## src/sv/cci_pkg.sv

```systemverilog
// shared types and constants for the calibration curve interpolator
// used by cci_mul_div and calibration_curve_interpolator; no dependencies
package cci_pkg;

    localparam int NUM_CURVES_DEF = 64;
    localparam int MAX_POINTS_DEF = 8;

    localparam int XW = 16;          // power / x width
    localparam int YW = 8;           // adc / index / y width
    localparam int PW = XW + YW;     // product width
    localparam int NPW = 4;          // num_points register width
    localparam logic [NPW-1:0] NUM_POINTS_RST = 4'd8;

    typedef enum logic [1:0] {
        FUNC_WR_POINT   = 2'd0,
        FUNC_WR_MAX     = 2'd1,
        FUNC_PWR_TO_ADC = 2'd2,
        FUNC_ADC_TO_IDX = 2'd3
    } func_t;

    typedef struct packed {
        logic          start;
        logic [XW-1:0] t;        // x - x0
        logic [XW-1:0] dx;       // x1 - x0, nonzero
        logic [YW-1:0] dy_mag;   // |y1 - y0|
    } md_req_t;

    typedef struct packed {
        logic          done;
        logic [YW-1:0] quo;
        logic          rem_nz;
    } md_rsp_t;

endpackage

```

## src/sv/cci_mul_div.sv

```systemverilog
// bit-serial multiply then restoring divide: floor(t * dy_mag / dx)
// depends on cci_pkg; t < dx so the quotient fits in YW bits
module cci_mul_div (
    input  logic              aclk,
    input  logic              aresetn,
    input  cci_pkg::md_req_t  req,
    output cci_pkg::md_rsp_t  rsp
);

    localparam int XW = cci_pkg::XW;
    localparam int YW = cci_pkg::YW;
    localparam int PW = cci_pkg::PW;
    localparam int CNW = $clog2(YW);

    typedef enum logic [2:0] {
        MD_IDLE = 3'b001,
        MD_MUL  = 3'b010,
        MD_DIV  = 3'b100
    } md_state_t;

    md_state_t        state_reg, state_next;
    logic [CNW-1:0]   cnt_reg, cnt_next;
    logic             done_reg, done_next;
    logic [XW-1:0]    mcand_reg;
    logic [XW-1:0]    dx_reg;
    logic [YW-1:0]    shift_reg;
    logic [PW-1:0]    acc_reg;
    logic [XW-1:0]    rem_reg;
    logic [YW-1:0]    quo_reg;

    logic [PW-1:0]    acc_step;
    logic [XW:0]      trial;
    logic [XW:0]      diff;
    logic             ge;

    assign acc_step = {acc_reg[PW-2:0], 1'b0}
                    + (shift_reg[YW-1] ? {{YW{1'b0}}, mcand_reg} : {PW{1'b0}});
    assign trial = {rem_reg, shift_reg[YW-1]};
    assign diff  = trial - {1'b0, dx_reg};
    assign ge    = trial >= {1'b0, dx_reg};

    always_comb begin
        state_next = state_reg;
        cnt_next   = cnt_reg;
        done_next  = 1'b0;
        unique case (state_reg)
            MD_IDLE: begin
                if (req.start) begin
                    state_next = MD_MUL;
                    cnt_next   = '0;
                end
            end
            MD_MUL: begin
                cnt_next = cnt_reg + 1'b1;
                if (cnt_reg == CNW'(YW - 1)) begin
                    state_next = MD_DIV;
                    cnt_next   = '0;
                end
            end
            MD_DIV: begin
                cnt_next = cnt_reg + 1'b1;
                if (cnt_reg == CNW'(YW - 1)) begin
                    state_next = MD_IDLE;
                    cnt_next   = '0;
                    done_next  = 1'b1;
                end
            end
            default: begin
                state_next = MD_IDLE;
            end
        endcase
    end

    always_ff @(posedge aclk) begin
        if (!aresetn) begin
            state_reg <= MD_IDLE;
            cnt_reg   <= '0;
            done_reg  <= 1'b0;
        end else begin
            state_reg <= state_next;
            cnt_reg   <= cnt_next;
            done_reg  <= done_next;
        end
    end

    always_ff @(posedge aclk) begin
        unique case (state_reg)
            MD_IDLE: begin
                if (req.start) begin
                    mcand_reg <= req.t;
                    dx_reg    <= req.dx;
                    shift_reg <= req.dy_mag;
                    acc_reg   <= '0;
                end
            end
            MD_MUL: begin
                if (cnt_reg == CNW'(YW - 1)) begin
                    rem_reg   <= acc_step[PW-1:YW];
                    shift_reg <= acc_step[YW-1:0];
                end else begin
                    acc_reg   <= acc_step;
                    shift_reg <= {shift_reg[YW-2:0], 1'b0};
                end
            end
            MD_DIV: begin
                rem_reg   <= ge ? diff[XW-1:0] : trial[XW-1:0];
                quo_reg   <= {quo_reg[YW-2:0], ge};
                shift_reg <= {shift_reg[YW-2:0], 1'b0};
            end
            default: begin
            end
        endcase
    end

    assign rsp.done   = done_reg;
    assign rsp.quo    = quo_reg;
    assign rsp.rem_nz = rem_reg != '0;

`ifndef ASSERT_OFF
    a_start_idle: assert property (@(posedge aclk) disable iff (!aresetn)
        req.start |-> state_reg == MD_IDLE)
        else $error("divider started while busy");
    a_done_from_div: assert property (@(posedge aclk) disable iff (!aresetn)
        done_reg |-> $past(state_reg == MD_DIV))
        else $error("divider done without a divide phase");
    a_rem_below_dx: assert property (@(posedge aclk) disable iff (!aresetn)
        (state_reg == MD_DIV) |-> rem_reg < dx_reg)
        else $error("partial remainder not below divisor");
`endif

endmodule

```

## config.mk

```make
export PLATFORM = sky130hd
export DESIGN_NAME = cci_mul_div
export DESIGN_NICKNAME = d
export VERILOG_FILES = /design/src/sv/cci_pkg.sv /design/src/sv/cci_mul_div.sv
export SDC_FILE = /design/constraint.sdc
export NUM_CORES = 1
export LEC_CHECK = 0
export BUFFER_PORTS_ARGS = -buffer_cell sky130_fd_sc_hd__buf_2
export CAP_MARGIN = 20
export CORE_MARGIN = 1
export CORE_UTILIZATION = 55
export CTS_BUF_LIST = sky130_fd_sc_hd__clkbuf_2
export CTS_CLUSTER_DIAMETER = 200
export DETAILED_ROUTE_END_ITERATION = 6
export GPL_ROUTABILITY_DRIVEN = 0
export PLACE_DENSITY_LB_ADDON = 0.05
export SLEW_MARGIN = 10
export SYNTH_ARGS = -nofsm -noshare
export SYNTH_HDL_FRONTEND = slang
export SYNTH_SLANG_ARGS = --single-unit
export TNS_END_PERCENT = 20
```

## constraint.sdc

```tcl
create_clock -name aclk -period 7.8 [get_ports aclk]
set_input_delay 0.39 -clock aclk [delete_from_list [all_inputs] [get_ports aclk]]
set_output_delay 0.39 -clock aclk [all_outputs]
set_load 0.01 [all_outputs]
```

==> impl_metrics.json, run 1 <==
{
  "vias_per_cell": 5.55,
  "totalNegativeSetupSlack_ns": 0,
  "placeableCoreArea_um2": 9370,
  "power_density_nw_per_um2": 167,
  "dieArea_um2": 10200,
  "floorplan.die.width_um": 101,
  "max_clock_freq_ghz": 0.311,
  "cp_data_arrival_time_ns": 3.53,
  "dpl_cell_area_um2": 5760,
  "synth_most_common_cell": "edfxtp_1",
  "worst_slack_on_hold_paths_ns": 0.0786,
  "finalPower_mw": 1.04,
  "layout.cells.non_filler": 709,
  "postCtsHoldBufs": 32,
  "async_reset_ff_frac": 0,
  "synthesis.area_per_instance_um2": 11.0,
  "n_fill_cell": 767,
  "timing_max_transition_violations_final": 0,
  "detail_route.wirelength_um": 10900,
  "antenna_violating_nets_post_route": 0,
  "cts_htree_levels": 3,
  "ys_seq_elements": 94,
  "wire_length_of_the_first_global_routing_pass_um": 17600,
  "global_route.overflow_total": 0,
  "cts_tree": "built",
  "fin_crit_sh": 0.412,
  "synth_top_area_share": 0.484,
  "layout-drive-gt1-share": 0.138,
  "worstPathMaxFanout": 19,
  "timing_hold_violations_final": 0,
  "insertion_delay_ns": 0.57,
  "clock_path_buffers": 2,
  "cts_buffers": 9,
  "nNetsFinal": 653,
  "final_period_minus_worst_setup_slack_ns": 3.22,
  "synth_top_area_cell": "edfxtp_1",
  "setup_slack_after_layout_ns": 4.58,
  "sequential_fraction_of_the_synthesis_area": 0.510,
  "synth_commonest_cells": "edfxtp_1, nand2_1, inv_1",
  "max_cap_violations": 0,
  "grt_setup_unrepaired": "no",
  "outcome": "finished, final reports clean",
  "synth_warnings": 0,
  "num_io_pins": 53,
  "vdd.ir_drop.worst_v": 0.0000983,
  "cts_resized": 0,
  "dp_slack_ns": 4.65,
  "cts_root_buf": "clkbuf_2",
  "worst-setup-path-type": "reg -> reg",
  "number_of_antenna_violations_at_the_first_check_in_global_routing": 0,
  "start_util": 0.576,
  "antenna_cells": 0,
  "rows": 35,
  "slew-limit-headroom": 0.363,
  "postCtsSetupRepairBufs": 0,
  "vias": 3938,
  "data_required_critical_path_ns": 8.12,
  "die_h_um": 101,
  "synth_cells": 491,
  "dominantRegCellSynth": "edfxtp_1",
  "first_iter_violations": 181,
  "ys_types": 56,
  "grt_pass1_vias": 3770,
  "post_synth_instance_area_um2": 5400,
  "dp.cells": 660,
  "synth.net_count": 569,
  "synth_enable_flop_cells": 87,
  "number_of_flip_flops_in_the_largest_register": 23,
  "nature_of_the_critical_path_startpoint": "register",
  "fin_util": 0.662,
  "final_worst_clock_skew_ns": 0.0475,
  "design_area_um2": 6200,
  "cts.sinks": 94,
  "drtPass1Iterations": 6,
  "synth.top_cells.by_area": "edfxtp_1, ha_1, mux2i_1",
  "static_leak_nw": 2.59,
  "holdCritPathClass": "in -> reg",
  "grt_use_total": 0.227,
  "io_buffers": 52,
  "hpwl_um": 7800,
  "worstSetupEndpointType": "register",
  "final-setup-viol-count": 0,
  "detail_route.drc_violations": 0,
  "maximum_number_of_pins_on_one_net_before_global_route_repair": 25,
  "worst_slew_pin_tran_ns": 0.956,
  "synthToLayoutAreaGrowth_pct": 14.9,
  "routed_wire_length_per_instance_um": 15.4,
  "clk_pin_slew_worst_paths_ns": 0.28
}
cell type report:
cell class                      instances  area [um2]  area share
Clock buffer                           10        50.0     0.00807
Clock inverter                          6        67.6      0.0109
Inverter                               38         143      0.0230
Multi-Input combinational cell        345        2420       0.391
Sequential cell                        94        2750       0.444
Tap cell                              129         161      0.0260
Timing Repair Buffer                   87         606      0.0976
critical path: stages, from the launching register on:
cell	delay, ns
edfxtp_1	0.70
inv_1	0.11
ha_1	0.20
nand2b_1	0.16
a21oi_1	0.27
nor3_1	0.10
o21ai_1	0.12
a41o_1	0.83
mux2i_1	0.16
mux2_2	0.29
kinds of logic (layout without fill, tap and decap cells):
group | count (synthesis) | in the layout | share of synthesized area
and+or+nand+nor | 137 | 137 | 0.123
AOI/OAI and AO/OA | 115 | 115 | 0.138
DFF | 94 | 94 | 0.510
buffers and inverters | 52 | 141 | 0.0417
adders and majority gates | 35 | 35 | 0.0839
xor gates and xnor gates | 33 | 33 | 0.0535
muxes | 25 | 25 | 0.0498
report_power, final:
group          internal, mW  switching, mW
registers             0.583         0.0113
logic                0.0870          0.111
clock network        0.0768          0.169
routing by layer:
layer / track usage / wire [um]
met5: 0 / 0
met4: 0.0948 / 286
met3: 0.0368 / 372
met2: 0.376 / 5160
met1: 0.296 / 5070
path summary, 6_finish.rpt:
kind | start | to | slack [ns] | cells after the start
max | shift_reg[7] | rem_reg[0] | 4.58 | 9
min | req[1] | shift_reg[1] | 0.08 | 3
max reg2reg | shift_reg[7] | rem_reg[0] | 4.58 | 9
min reg2reg | quo_reg[0] | quo_reg[1] | 0.49 | 0
layout by cell type (no fill, tap or decap), drive strengths merged, types with 3 or more instances in the layout:
cell,count
nor2,31
nand2,40
nand3,13
ha,33
nor4,4
nor2b,4
a222oi,5
o21a,6
a31oi,9
xnor2,11
a21o,8
a21boi,6
buf,54
and3,3
dlygate4sd3,33
and2,22
nand4,3
a211o,3
a22oi,3
o211ai,6
a21oi,28
xor2,22
mux2i,23
nand2b,5
clkbuf,10
dfxtp,7
o21ai,29
edfxtp,87
nor3,8
inv,40
Power figures use the tool's default switching activity.
==> inputs of run 2 (changes only) <==
--- a/config.mk
+++ b/config.mk
@@ -5,6 +5,7 @@
 export SDC_FILE = /design/constraint.sdc
 export NUM_CORES = 1
 export LEC_CHECK = 0
+export ABC_AREA = 1
 export BUFFER_PORTS_ARGS = -buffer_cell sky130_fd_sc_hd__buf_2
 export CAP_MARGIN = 20
 export CORE_MARGIN = 1
==> constraint.sdc (replaced) <==
create_clock -name aclk -period 2.6 [get_ports aclk]
set_input_delay 0.13 -clock aclk [delete_from_list [all_inputs] [get_ports aclk]]
set_output_delay 0.13 -clock aclk [all_outputs]
set_load 0.01 [all_outputs]
==> impl_metrics.json, run 2 <==
{
  "synth_warnings": 0,
  "number_of_flip_flops_in_the_largest_register": 23,
  "drtPass1Iterations": 7,
  "power_frac_clock": 0.197,
  "first_iter_violations": 329,
  "routed_wire_length_per_instance_um": 13.7,
  "worst-setup-path-type": "reg -> reg",
  "synthToLayoutAreaGrowth_pct": 15.2,
  "cts_buffers": 9,
  "hold_start": "req[39]",
  "start_util": 0.572,
  "postCtsSetupRepairBufs": 0,
  "static_leak_nw": 3.57,
  "final_worst_clock_skew_ns": 0.0476,
  "max_cap_violations": 0,
  "totalNegativeSetupSlack_ns": 0,
  "max_clock_freq_ghz": 0.404,
  "cts_root_buf": "clkbuf_2",
  "holdCritPathClass": "in -> reg",
  "dominantRegCellSynth": "edfxtp_1",
  "data_required_critical_path_ns": 2.94,
  "timing_max_transition_violations_final": 0,
  "power_density_nw_per_um2": 461,
  "synth.top_cells.by_area": "edfxtp_1, nand2_1, inv_1",
  "num_io_pins": 53,
  "worst_slew_pin_tran_ns": 0.663,
  "detail_route.drc_violations": 0,
  "hpwl_um": 10700,
  "synth_commonest_cells": "nand2_1, inv_1, edfxtp_1",
  "clk_pin_slew_worst_paths_ns": 0.28,
  "worstSetupEndpointType": "register",
  "synth_top_area_share": 0.418,
  "vias": 5369,
  "grt_pass1_vias": 5228,
  "total_switching_power_mw": 1.09,
  "cp_data_arrival_time_ns": 2.81,
  "final_period_minus_worst_setup_slack_ns": 2.47,
  "timing_hold_violations_final": 0,
  "combPwrFrac": 0.255,
  "nature_of_the_critical_path_startpoint": "register",
  "cts_tree": "built",
  "placeableCoreArea_um2": 10900,
  "cts_htree_levels": 3,
  "ys_types": 40,
  "synth.net_count": 882,
  "layout_common_cells": "nand2_1, inv_1, edfxtp_1, nand3_1, nor2_1",
  "insertion_delay_ns": 0.59,
  "slew-limit-headroom": 0.556,
  "worstPathMaxFanout": 5,
  "design_internal_power_mw": 2.23,
  "number_of_antenna_violations_at_the_first_check_in_global_routing": 0,
  "dp_slack_ns": 0.146,
  "synthesis.area_per_instance_um2": 7.77,
  "outcome": "finished, final reports clean",
  "grt_setup_unrepaired": "yes",
  "clock_path_buffers": 2,
  "synth_most_common_cell": "nand2_1",
  "rows": 38,
  "layout-drive-gt1-share": 0.118,
  "global_route.overflow_total": 0,
  "grt_use_total": 0.262,
  "layout_commonest_cell": "nand2_1",
  "startpoint": "shift_reg[7]",
  "wire_length_of_the_first_global_routing_pass_um": 23700,
  "dpl_cell_area_um2": 6660,
  "io_buffers": 52,
  "detail_route.wirelength_um": 14300,
  "synth_cells": 804,
  "design_area_um2": 7200,
  "nNetsFinal": 981,
  "sequential_fraction_of_the_synthesis_area": 0.440,
  "timing.rr.start": "shift_reg[7]",
  "vdd.ir_drop.worst_v": 0.000365,
  "synth_enable_flop_cells": 87,
  "antenna_cells": 0,
  "maximum_number_of_pins_on_one_net_before_global_route_repair": 33,
  "power.switching_fraction": 0.327,
  "post_synth_instance_area_um2": 6250,
  "final-setup-viol-count": 0,
  "dieArea_um2": 11800,
  "floorplan.die.width_um": 109,
  "async_reset_ff_frac": 0,
  "vias_per_cell": 5.12,
  "cts.sinks": 94,
  "setup_slack_after_layout_ns": 0.126,
  "sequentialPowerShare": 0.549,
  "ys_seq_elements": 94,
  "antenna_violating_nets_post_route": 0,
  "synth_top_area_cell": "edfxtp_1",
  "fin_crit_sh": 0.951,
  "die_h_um": 109
}
[run 2: changes by cell type in the layout (fill, tap and decap cells not counted), moves of 7 or more]
| cell | before | now |
|---|---|---|
| nand3b_1 | 0 | 17 |
| nand2_2 | 0 | 11 |
| inv_1 | 36 | 152 |
| a21oi_1 | 28 | 20 |
| dlygate4sd3_1 | 33 | 43 |
| nand3_1 | 12 | 67 |
| nor2_1 | 31 | 62 |
| nand2_1 | 40 | 249 |
| xor2_1 | 22 | 8 |
| and2_1 | 22 | 2 |
| o21ai_1 | 18 | 3 |
| a21o_1 | 8 | 0 |
| mux2i_1 | 22 | 0 |
| nand4_1 | 3 | 10 |
[run 2: area by class of cell]
cell class                      count  area, um2
Fill cell                         951       3740
Multi-Input combinational cell    541       2860
Sequential cell                    94       2750
Timing Repair Buffer              101        736
Inverter                          156        586
Tap cell                          140        175
Clock buffer                       11       55.1
Clock inverter                      5       32.5
[run 2: worst paths after layout]
kind                   end  slack (ns)  cells past startpoint
max            rem_reg[10]        0.13                     14
min          mcand_reg[15]        0.22                      2
max reg2reg    rem_reg[10]        0.13                     14
min reg2reg     quo_reg[1]        0.47                      0
[run 2: repair_timing]
action	4_1_cts	5_1_grt
setup endpoints to repair	0	9
resized for setup	0	5
endpoints found under the hold margin	47	0
hold buffers	43	0
[run 2: worst max-delay path, stage by stage, from the launching register on]
cell and delay [ns]:
edfxtp_1 0.50, inv_1 0.18, ha_1 0.17, inv_1 0.08, fa_1 0.42, nand2_1 0.08
nand3_1 0.09, nand3_1 0.09, nand2_1 0.15, nand2_1 0.14, nand2_1 0.06, nand2_1 0.07
nand3_2 0.08, nand3_1 0.09, nand2_1 0.05
[run 2: routing by layer]
| layer | vias up | global-route usage | wire, um |
|---|---|---|---|
| li1 | 2757 | - | - |
| met1 | 2427 | 0.315 | 6150 |
| met2 | 166 | 0.470 | 7240 |
| met3 | 19 | 0.0542 | 674 |
| met4 | 0 | 0.0734 | 247 |
| met5 | - | 0 | 0 |
[run 2: kinds of logic after synthesis]
family | count (synthesis) | share of synthesized area
XOR/XNOR | 17 | 0.0238
adder cells (fa/ha/maj) | 35 | 0.0725
AO/OA/AOI/OAI | 41 | 0.0360
buffers and inverters | 169 | 0.107
AND/OR/NAND/NOR | 448 | 0.320
flip-flops | 94 | 0.440
[run 2: stage by stage]
step | cells | total power [mW] | util | hold WS, ns
final | 1048 | 3.32 | 0.658 | 0.221
after global routing | 1048 | 3.51 | 0.658 | 0.171
after CTS | 1048 | 3.34 | 0.656 | 0.180
after detailed placement | 989 | 2.63 | 0.609 | 0.308
after global placement | 989 | 2.62 | 0.609 | 0.306
after floorplan | 804 | 2.41 | - | 0.229
[run 2: power by group through the flow]
| stage | logic, mW | registers (mW) | clock network (mW) |
|---|---|---|---|
| finish | 0.845 | 1.82 | 0.653 |
| global route | 0.955 | 1.83 | 0.728 |
| CTS | 0.834 | 1.82 | 0.682 |
| detailed placement | 0.780 | 1.85 | 0 |
| global placement | 0.769 | 1.85 | 0 |
| floorplan | 0.578 | 1.84 | 0 |
==> inputs of run 3 (changes only) <==
--- a/config.mk
+++ b/config.mk
@@ -5,7 +5,6 @@
 export SDC_FILE = /design/constraint.sdc
 export NUM_CORES = 1
 export LEC_CHECK = 0
-export ABC_AREA = 1
 export BUFFER_PORTS_ARGS = -buffer_cell sky130_fd_sc_hd__buf_2
 export CAP_MARGIN = 20
 export CORE_MARGIN = 1
==> impl_metrics.json, run 3 (synthesis results as in run 1) <==
{
  "cts_root_buf": "clkbuf_2",
  "dieArea_um2": 10200,
  "clock_path_buffers": 2,
  "power_density_nw_per_um2": 466,
  "placeableCoreArea_um2": 9370,
  "cp_slowest_stage_delay_ns": 0.43,
  "sequentialPowerShare": 0.556,
  "timing_max_transition_violations_final": 0,
  "global_route.overflow_total": 0,
  "m3_gr_usage": 0.0340,
  "maximum_number_of_pins_on_one_net_before_global_route_repair": 25,
  "met1_usage": 0.301,
  "vias_per_cell": 5.48,
  "data_required_critical_path_ns": 2.91,
  "grt_use_total": 0.242,
  "outcome": "complete, but fails checks",
  "final_worst_clock_skew_ns": 0.0361,
  "power_frac_clock": 0.208,
  "floorplan.die.width_um": 101,
  "nNetsFinal": 698,
  "cts_htree_levels": 3,
  "synthToLayoutAreaGrowth_pct": 27.6,
  "grt_setup_unrepaired": "yes",
  "layout_common_cells": "edfxtp_1, buf_2, dlygate4sd3_1, nand2_1",
  "vias": 4134,
  "insertion_delay_ns": 0.56,
  "num_io_pins": 53,
  "cp_top_family": "adder cells",
  "total_switching_power_mw": 0.962,
  "nature_of_the_critical_path_startpoint": "register",
  "die_h_um": 101,
  "worst-setup-path-type": "reg -> reg",
  "clk_pin_slew_worst_paths_ns": 0.27,
  "antenna_violating_nets_post_route": 0,
  "hpwl_um": 8330,
  "start_util": 0.576,
  "holdCritPathClass": "in -> reg",
  "cts_buffers": 9,
  "global_route.peak_usage_layer": "met2",
  "worstSetupEndpointType": "register",
  "combPwrFrac": 0.236,
  "cts.sinks": 94,
  "max_clock_freq_ghz": 0.381,
  "rows": 35,
  "crit_path_cell_trace": "buf_4, and2_1, ha_2, inv_1, fa_2, nand2b_4, a21oi_4, nor2b_2, a21oi_2, a31oi_1, xor2_1, mux2i_1",
  "layout.cells.non_filler": 755,
  "violations": "negative setup slack",
  "slew-limit-headroom": 0.454,
  "first_iter_violations": 216,
  "number_of_antenna_violations_at_the_first_check_in_global_routing": 1,
  "power.switching_fraction": 0.300,
  "dp.cells": 692,
  "design_internal_power_mw": 2.25,
  "max_cap_violations": 0,
  "timing_hold_violations_final": 0,
  "number_of_flip_flops_in_the_largest_register": 23,
  "vdd.ir_drop.worst_v": 0.000424,
  "final-setup-viol-count": 1,
  "io_buffers": 52,
  "dpl_cell_area_um2": 6010,
  "grt_pass1_vias": 4077,
  "drtPass1Iterations": 4,
  "dp_slack_ns": -0.0776,
  "worst-path-buf-inv": 2,
  "cp_data_arrival_time_ns": 2.93,
  "fin_crit_sh": 1.01,
  "routed_wire_length_per_instance_um": 15.8,
  "static_leak_nw": 2.83,
  "setup_slack_after_layout_ns": -0.0257,
  "detail_route.wirelength_um": 11900,
  "final_period_minus_worst_setup_slack_ns": 2.63,
  "worstPathMaxFanout": 2,
  "use_met2": 0.422,
  "finalPower_mw": 3.21,
  "design_area_um2": 6890,
  "layout_commonest_cell": "edfxtp_1",
  "worst_slew_pin_tran_ns": 0.816,
  "detail_route.drc_violations": 0,
  "wire_length_of_the_first_global_routing_pass_um": 18800,
  "cp_slowest_cell": "edfxtp_1",
  "layout-drive-gt1-share": 0.259,
  "cts_tree": "built"
}
==> run 3: worst min-delay path, cell delays in order <==
cell and delay (ns):
buf_2 0.10, nand2_1 0.07, or3_1 0.25, a31oi_1 0.13, nor2b_1 0.10
==> run 3: cell type report <==
class | instances | area (um2)
antenna | 1 | 2.50
clock buffer | 9 | 45.0
clock inverter | 7 | 56.3
fill | 691 | 2480
inverter | 38 | 143
multi-input combinational | 345 | 2740
sequential | 94 | 2750
tap | 129 | 161
timing repair buffer | 132 | 982
==> run 3: worst paths after layout <==
check / from / to / slack [ns] / depth (start not counted)
setup / recovery: shift_reg[7] / rem_reg[3] / -0.03 / 12
hold / removal: req[40] / cnt_reg[0] / 0.23 / 5
setup reg to reg: shift_reg[7] / rem_reg[3] / -0.03 / 12
hold reg to reg: quo_reg[3] / quo_reg[4] / 0.49 / 0
==> run 3: metal layers <==
layer,vias to the layer above,part of all wire
met2,99,0.50
met1,1961,0.43
met5,-,0
li1,2056,-
met3,18,0.048
met4,0,0.016
==> run 3: metrics by stage <==
stage / hold WS (ns) / setup TNS (ns) / utilization
after floorplan: 0.192 / 0 / -
after global placement: 0.306 / 0 / 0.642
after detailed placement: 0.308 / -0.368 / 0.642
after CTS: 0.202 / -0.0124 / 0.705
after global routing: 0.204 / -0.723 / 0.735
final: 0.230 / -0.0257 / 0.735
==> run 3: power by group through the flow <==
stage                     sequential [mW]  combinational [mW]  clock, mW
final                                1.78               0.757      0.666
after global routing                 1.79               0.829      0.740
after CTS                            1.78               0.681      0.690
after detailed placement             1.81               0.607          0
after global placement               1.81               0.589          0
after floorplan                      1.80               0.419          0
==> run 3: repair_timing <==
| action | 4_1_cts | 5_1_grt |
|---|---|---|
| hold buffers | 42 | 0 |
| pin swaps | 8 | 15 |
| gates resized for setup | 13 | 44 |
| buffers inserted | 1 | 3 |
| hold endpoints to repair | 47 | 0 |
| setup endpoints to repair | 15 | 30 |
